$ cat config.mk
export PLATFORM = sky130hd
export DESIGN_NAME = joystick_ema_deadzone_conditioner_unit
export DESIGN_NICKNAME = d
export VERILOG_FILES = /design/src/rtl/core/jedc_pkg.sv /design/src/rtl/core/jedc_ema.sv /design/src/rtl/core/jedc_axis.sv /design/src/rtl/core/joystick_ema_deadzone_conditioner_unit.sv
export SDC_FILE = /design/constraint.sdc
export NUM_CORES = 2
export LEC_CHECK = 0
export BUFFER_PORTS_ARGS = -buffer_cell sky130_fd_sc_hd__buf_4
export CAP_MARGIN = 20
export CORE_MARGIN = 8
export CORE_UTILIZATION = 55
export CTS_BUF_LIST = sky130_fd_sc_hd__clkbuf_2 sky130_fd_sc_hd__clkbuf_4 sky130_fd_sc_hd__clkbuf_8
export DETAILED_ROUTE_END_ITERATION = 16
export PLACE_DENSITY_LB_ADDON = 0.12
export SETUP_SLACK_MARGIN = 0.5
export SYNTH_ARGS = -nofsm -noshare
export SYNTH_HDL_FRONTEND = slang
export SYNTH_HIERARCHICAL = 1
export SYNTH_SLANG_ARGS = --single-unit
$ cat constraint.sdc
create_clock -name clk -period 12.5 [get_ports clk]
set_input_delay 1.25 -clock clk [delete_from_list [all_inputs] [get_ports clk]]
set_output_delay 1.25 -clock clk [all_outputs]
set_load 0.01 [all_outputs]
$ cat src/rtl/core/jedc_pkg.sv
// Shared widths, reset values and register codes of the joystick conditioner.
package jedc_pkg;

	localparam int SAMPLE_BITS = 12;
	localparam int ALPHA_W     = 16;
	localparam int MARGIN_W    = 8;
	localparam int NUM_BTN     = 4;
	localparam int ACC_W       = ALPHA_W + SAMPLE_BITS + 2;
	localparam int CFG_IDX_W   = 3;
	localparam int CFG_DATA_W  = 16;
	localparam int PAYLOAD_W   = 3 * SAMPLE_BITS + NUM_BTN;
	localparam int TDATA_W     = ((PAYLOAD_W + 7) / 8) * 8;

	localparam logic [SAMPLE_BITS-1:0] CENTER_RESET   = SAMPLE_BITS'(2048);
	localparam logic [SAMPLE_BITS-1:0] DEADZONE_RESET = '0;
	localparam logic [MARGIN_W-1:0]    MARGIN_RESET   = MARGIN_W'(3);
	localparam logic [ALPHA_W-1:0]     ALPHA_RESET    = ALPHA_W'(22938);

	typedef logic [SAMPLE_BITS-1:0] sample_t;

	typedef enum logic [CFG_IDX_W-1:0] {
		REG_CENTER_X = 3'd0,
		REG_CENTER_Y = 3'd1,
		REG_DEADZONE = 3'd2,
		REG_MARGIN   = 3'd3,
		REG_ALPHA    = 3'd4,
		REG_INVERT_X = 3'd5,
		REG_INVERT_Y = 3'd6
	} cfg_reg_t;

endpackage

$ cat src/rtl/core/jedc_ema.sv
// One exponential moving average update step for a single sample channel.
module jedc_ema (
	input  jedc_pkg::sample_t               prev,
	input  jedc_pkg::sample_t               raw,
	input  logic [jedc_pkg::ALPHA_W-1:0]    alpha,
	output jedc_pkg::sample_t               filt
);
	import jedc_pkg::*;

	logic signed [SAMPLE_BITS:0] diff;
	logic signed [ACC_W-1:0]     prod;
	logic signed [ACC_W-1:0]     acc;

	// prev + alpha * (raw - prev), all scaled by 2^16; the sum never goes negative.
	always_comb begin
		diff = $signed({1'b0, raw}) - $signed({1'b0, prev});
		prod = ACC_W'($signed({1'b0, alpha})) * ACC_W'(diff);
		acc  = $signed({2'b00, prev, {ALPHA_W{1'b0}}}) + prod;
		filt = acc[ALPHA_W +: SAMPLE_BITS];
	end

endmodule

$ cat src/rtl/core/jedc_axis.sv
// Deadzone hysteresis and optional mirroring for one joystick axis.
module jedc_axis (
	input  jedc_pkg::sample_t               filt,
	input  jedc_pkg::sample_t               center,
	input  jedc_pkg::sample_t               deadzone,
	input  logic [jedc_pkg::MARGIN_W-1:0]   margin,
	input  logic                            invert,
	input  logic                            zone,
	output logic                            zone_next,
	output jedc_pkg::sample_t               value
);
	import jedc_pkg::*;

	sample_t                distance;
	logic [SAMPLE_BITS:0]   exit_thresh;
	sample_t                held;

	always_comb begin
		distance    = (filt >= center) ? (filt - center) : (center - filt);
		exit_thresh = {1'b0, deadzone} + (SAMPLE_BITS + 1)'(margin);
		if (zone) begin
			zone_next = ({1'b0, distance} <= exit_thresh);
		end else begin
			zone_next = (distance <= deadzone);
		end
		held  = zone_next ? center : filt;
		value = invert ? ~held : held;
	end

endmodule

$ cat src/rtl/core/joystick_ema_deadzone_conditioner_unit.sv
// Top level of the joystick EMA and deadzone conditioner.
//
// Input requests arrive on s_axis: tdata carries raw_x, raw_y, raw_pot and the
// four active-low button levels. Results leave on m_axis with joy_x, joy_y,
// pot_value and the four active-high button states in the same layout.
// Registers are written over the cfg channel, which is always ready; they
// should only change while no request is in flight.
// An accepted request sits in the input register while the moving averages
// and the deadzone decision are computed in one pass, then moves into the
// result register together with the filter and deadzone state. A result is
// offered on m_axis once it sits in the result register, and one request
// per cycle is taken while m_axis_tready is high. When the receiver stalls,
// the result register holds its request and the input register fills, after
// which s_axis_tready falls; nothing is dropped.
// Reset empties both registers, clears the deadzone flags, restores the
// register defaults and rearms seeding, so the first request after reset
// loads the filters directly with its raw samples.
module joystick_ema_deadzone_conditioner_unit (
	input  logic                              clk,
	input  logic                              arst_n,
	input  logic                              s_axis_tvalid,
	output logic                              s_axis_tready,
	// raw_x, raw_y, raw_pot, toggle1_level, toggle2_level, push1_level, push2_level
	input  logic [jedc_pkg::TDATA_W-1:0]      s_axis_tdata,
	output logic                              m_axis_tvalid,
	input  logic                              m_axis_tready,
	// joy_x, joy_y, pot_value, toggle1_on, toggle2_on, push1_on, push2_on
	output logic [jedc_pkg::TDATA_W-1:0]      m_axis_tdata,
	input  logic                              cfg_valid,
	output logic                              cfg_ready,
	input  logic [jedc_pkg::CFG_IDX_W-1:0]    cfg_index,
	input  logic [jedc_pkg::CFG_DATA_W-1:0]   cfg_data
);
	import jedc_pkg::*;

	sample_t               center_x_q, center_y_q, deadzone_q;
	logic [MARGIN_W-1:0]   margin_q;
	logic [ALPHA_W-1:0]    alpha_q;
	logic                  invert_x_q, invert_y_q;

	logic                  valid_s1, valid_s2;
	sample_t               raw_x_s1, raw_y_s1, raw_pot_s1;
	logic [NUM_BTN-1:0]    btn_s1, btn_s2;
	sample_t               filt_x_q, filt_y_q, filt_pot_q;
	logic                  primed_q, zone_x_q, zone_y_q;
	sample_t               joy_x_s2, joy_y_s2, pot_s2;

	logic                  ready_s2, adv_s1;
	sample_t               ema_x, ema_y, ema_pot;
	sample_t               filt_x_next, filt_y_next, filt_pot_next;
	sample_t               axis_x, axis_y;
	logic                  zone_x_next, zone_y_next;

	assign cfg_ready = 1'b1;

	always_ff @(posedge clk or negedge arst_n) begin
		if (!arst_n) begin
			center_x_q <= CENTER_RESET;
			center_y_q <= CENTER_RESET;
			deadzone_q <= DEADZONE_RESET;
			margin_q   <= MARGIN_RESET;
			alpha_q    <= ALPHA_RESET;
			invert_x_q <= 1'b0;
			invert_y_q <= 1'b0;
		end else if (cfg_valid && cfg_ready) begin
			case (cfg_reg_t'(cfg_index))
				REG_CENTER_X: center_x_q <= cfg_data[SAMPLE_BITS-1:0];
				REG_CENTER_Y: center_y_q <= cfg_data[SAMPLE_BITS-1:0];
				REG_DEADZONE: deadzone_q <= cfg_data[SAMPLE_BITS-1:0];
				REG_MARGIN:   margin_q   <= cfg_data[MARGIN_W-1:0];
				REG_ALPHA:    alpha_q    <= cfg_data[ALPHA_W-1:0];
				REG_INVERT_X: invert_x_q <= cfg_data[0];
				REG_INVERT_Y: invert_y_q <= cfg_data[0];
				default: ;
			endcase
		end
	end

	assign ready_s2      = !valid_s2 || m_axis_tready;
	assign s_axis_tready = !valid_s1 || ready_s2;
	assign adv_s1        = valid_s1 && ready_s2;

	always_ff @(posedge clk or negedge arst_n) begin
		if (!arst_n) begin
			valid_s1 <= 1'b0;
		end else if (s_axis_tready) begin
			valid_s1 <= s_axis_tvalid;
		end
	end

	always_ff @(posedge clk) begin
		if (s_axis_tvalid && s_axis_tready) begin
			raw_x_s1   <= s_axis_tdata[0 +: SAMPLE_BITS];
			raw_y_s1   <= s_axis_tdata[SAMPLE_BITS +: SAMPLE_BITS];
			raw_pot_s1 <= s_axis_tdata[2*SAMPLE_BITS +: SAMPLE_BITS];
			btn_s1     <= s_axis_tdata[3*SAMPLE_BITS +: NUM_BTN];
		end
	end

	jedc_ema u_ema_x (
		.prev  (filt_x_q),
		.raw   (raw_x_s1),
		.alpha (alpha_q),
		.filt  (ema_x)
	);

	jedc_ema u_ema_y (
		.prev  (filt_y_q),
		.raw   (raw_y_s1),
		.alpha (alpha_q),
		.filt  (ema_y)
	);

	jedc_ema u_ema_pot (
		.prev  (filt_pot_q),
		.raw   (raw_pot_s1),
		.alpha (alpha_q),
		.filt  (ema_pot)
	);

	assign filt_x_next   = primed_q ? ema_x : raw_x_s1;
	assign filt_y_next   = primed_q ? ema_y : raw_y_s1;
	assign filt_pot_next = primed_q ? ema_pot : raw_pot_s1;

	jedc_axis u_axis_x (
		.filt      (filt_x_next),
		.center    (center_x_q),
		.deadzone  (deadzone_q),
		.margin    (margin_q),
		.invert    (invert_x_q),
		.zone      (zone_x_q),
		.zone_next (zone_x_next),
		.value     (axis_x)
	);

	jedc_axis u_axis_y (
		.filt      (filt_y_next),
		.center    (center_y_q),
		.deadzone  (deadzone_q),
		.margin    (margin_q),
		.invert    (invert_y_q),
		.zone      (zone_y_q),
		.zone_next (zone_y_next),
		.value     (axis_y)
	);

	always_ff @(posedge clk or negedge arst_n) begin
		if (!arst_n) begin
			valid_s2 <= 1'b0;
			primed_q <= 1'b0;
			zone_x_q <= 1'b0;
			zone_y_q <= 1'b0;
		end else begin
			if (ready_s2) begin
				valid_s2 <= valid_s1;
			end
			if (adv_s1) begin
				primed_q <= 1'b1;
				zone_x_q <= zone_x_next;
				zone_y_q <= zone_y_next;
			end
		end
	end

	always_ff @(posedge clk) begin
		if (adv_s1) begin
			filt_x_q   <= filt_x_next;
			filt_y_q   <= filt_y_next;
			filt_pot_q <= filt_pot_next;
			joy_x_s2   <= axis_x;
			joy_y_s2   <= axis_y;
			pot_s2     <= filt_pot_next;
			btn_s2     <= ~btn_s1;
		end
	end

	assign m_axis_tvalid = valid_s2;
	assign m_axis_tdata  = TDATA_W'({btn_s2, pot_s2, joy_y_s2, joy_x_s2});

endmodule

==> metrics.cfg <==
[setup_path]
critPathArrivalTime_ns=11.79
worstSetupPathType=reg2reg
critPathMaxStageDelay_ns=0.54
required_ns=12.82
endpoint_kind=flip-flop
slowest_stage=fa_1
reg2reg_from=filt_y_q[0]
r2r-end=joy_y_s2[10]
cp_max_fo=12
crit_path_start=filt_y_q[0]
rrSetupSlack_ns=1.03
reg2reg_depth=45
endpoint=joy_y_s2[10]
crit_top_cell=fa_1
start_kind=flip-flop

[synthesis]
yosysWarningCount=6
synth-async-reset-ratio_pct=39.2
synth_area_per_cell_um2=9.29
synthCells=3603
seq_area_frac_synth_pct=14.4
netlist-cell-type-count=100
synthesis.nets=4542
synth_area_um2=33500
synth_ff_type=edfxtp_1
ys_ff_latch=171
synthXorXnorAreaFrac_pct=2.90
synth-edff-count=104
synth_compound_area_share_pct=8.61
yosys.area_share.simple_pct=15.6
synth_top_family_by_area=adder cells
synth_mux_area_share_pct=4.53
yosys.area_share.adder_pct=43.9

[timing]
slew_violations=0
fin_setup_tns_ns=0
skew_ns=0.0301
setup_viol=0
setup_slack_ns=1.03
relSlewSlack_pct=28.4
hold_viol=0
worst_pin_slew_ns=1.07
rsz0062_at_grt=false
clock.fmax_mhz=87.2
period_share_pct=91.8
fin_crit_ns=11.47

[routing]
wire_per_inst_um=19.7
routed_wl_mm=87.2
drt_drc_violations_left=0
drt_iter0_drc=1369
vias_per_cell=5.69
vias=25200
drtAntennaViolNets=0
dr.pass1.iters=6

[global_routing]
grt_max_degree=68
overflow=0
grt_usage_pct=25.6
antenna_found_initial=2
first_global_vias=27100
grt_pass1_wl_mm=142

[clock_tree]
clkTransAtPathRegs_ns=0.11
clock_latency_ns=0.57
cts.sinks=171
cts_tree=done
clockRootBuffer=clkbuf_8
cts_inserted_buffers=17
max-clock-path-buffers=2
h-tree-depth=4
postCtsHoldBufs=0

[place]
place.gp.congestion=0.883
post-place-ws_ns=0.625
dpl.hpwl_mm=69.6
placed_area_um2=35000
place.port_buffers=105

[finish]
fill_cells=5293
syn_to_final_growth_pct=5.91
final_cell_mix=inv_1, fa_1, nand2_1
diodes=0
regMostFlops=alpha_q
final_nets=4574
final_common_cell=inv_1
final_area_um2=35500
largest_register_ffs=16
drive_above_1_share_pct=10.4

[die]
die_height_um=263
initial_core_util_pct=55.6
core_area_um2=60200
top_level_ports=107
die_width_um=263
rows=90
fp.dieArea_um2=69000

[outcome]
outcome=finished clean

[worst_hold_path]
hold_path_depth=1
hp-class=reg2reg

[flow_run]
maxCapViolations=0

==> cells in the mapped netlist, types with 6 or more instances <==
master      n  area, µm²
nand4_1    26        163
and4_1      7       61.3
edfxtp_1  104       3120
o21bai_1   10       75.1
o21ai_1    17       85.1
nor2b_1   108        676
o21a_1     28        210
inv_1     706       2650
nor2_1    137        514
mux2_1     11        124
or3_1      14       87.6
or2_2      14       87.6
nand3_1    62        310
a21oi_2     6       52.6
clkbuf_1   97        364
buf_4       8       60.1
mux2i_1    30        300
a21oi_1   101        505
o211ai_1   38        285
dfrtp_1    55       1380
nand2_1   387       1450
buf_2      33        165
xnor2_1    70        613
mux2_2     97       1090
a21o_1     37        278
a211oi_1    8       60.1
nor3_1     19       95.1
fa_1      501      10000
dfstp_2    12        315
a211o_1     7       61.3
buf_6       9        101
ha_1      374       4680
o21ai_0    46        230
and3_1     35        219
nand2b_1   74        463
nand4b_1    6       52.6
a31oi_1    13       81.3
and2_1    126        788
xor2_1     31        272
o22ai_1    25        156
==> how the worst min path moves through the flow <==
stage | from | endpoint
finish | btn_s1[2] | btn_s2[2]
global route | btn_s1[3] | btn_s2[3]
CTS | btn_s1[2] | btn_s2[2]
detailed placement | btn_s1[2] | btn_s2[2]
global placement | valid_s1 | m_axis_tvalid
floorplan | valid_s1 | m_axis_tvalid
==> metrics by stage <==
stage	hold WS (ns)	instances	utilization [%]
2_1_floorplan	0.457	3603	-
3_3_place_gp	0.476	4394	58.1
3_5_place_dp	0.492	4395	58.1
4_1_cts	0.523	4427	58.7
5_1_grt	0.534	4430	58.9
6_report	0.518	4430	58.9
==> worst max-delay path, delay by kind of cell (launching register included) <==
| family | cells | cell delay [ns] |
|---|---|---|
| fa+ha+maj | 11 | 4.48 |
| compound gates | 17 | 3.48 |
| simple gates | 5 | 1.00 |
| buf+inv | 7 | 0.71 |
| mux | 3 | 0.67 |
| flops | 1 | 0.44 |
| xor+xnor | 2 | 0.41 |
==> area by class of cell <==
class / count / area, µm² / share of cell area, %
clock buffer: 19 / 249 / 0.702
clock inverter: 13 / 119 / 0.335
inverter: 706 / 2650 / 7.48
multi-input combinational: 2578 / 25400 / 71.7
sequential: 171 / 4820 / 13.6
tap: 782 / 978 / 2.76
timing repair buffer: 161 / 1240 / 3.49
==> what timing repair did <==
item | 4_1_cts | 5_1_grt
gates resized for setup | 0 | 9
setup endpoints to repair | 0 | 23
buffers inserted | 0 | 1
==> per-layer routing <==
layer  routed length (µm)  vias to the layer above  global-route usage, %
met4                 2520                        0                   8.19
met5                    0                        -                      0
li1                     -                    11500                      -
met2                42500                      714                   43.5
met1                37300                    12800                   32.7
met3                 4830                      142                   5.01
==> kinds of logic after synthesis <==
group / after synthesis
AND/OR/NAND/NOR: 1043
adder cells (fa/ha/maj): 875
buffers and inverters: 855
AO/OA/AOI/OAI: 414
flip-flops: 171
multiplexers: 138
XOR/XNOR: 106
other: 1
Power is not shown: default switching activity piles up to over one toggle a cycle in this logic, so the estimate is an artifact.
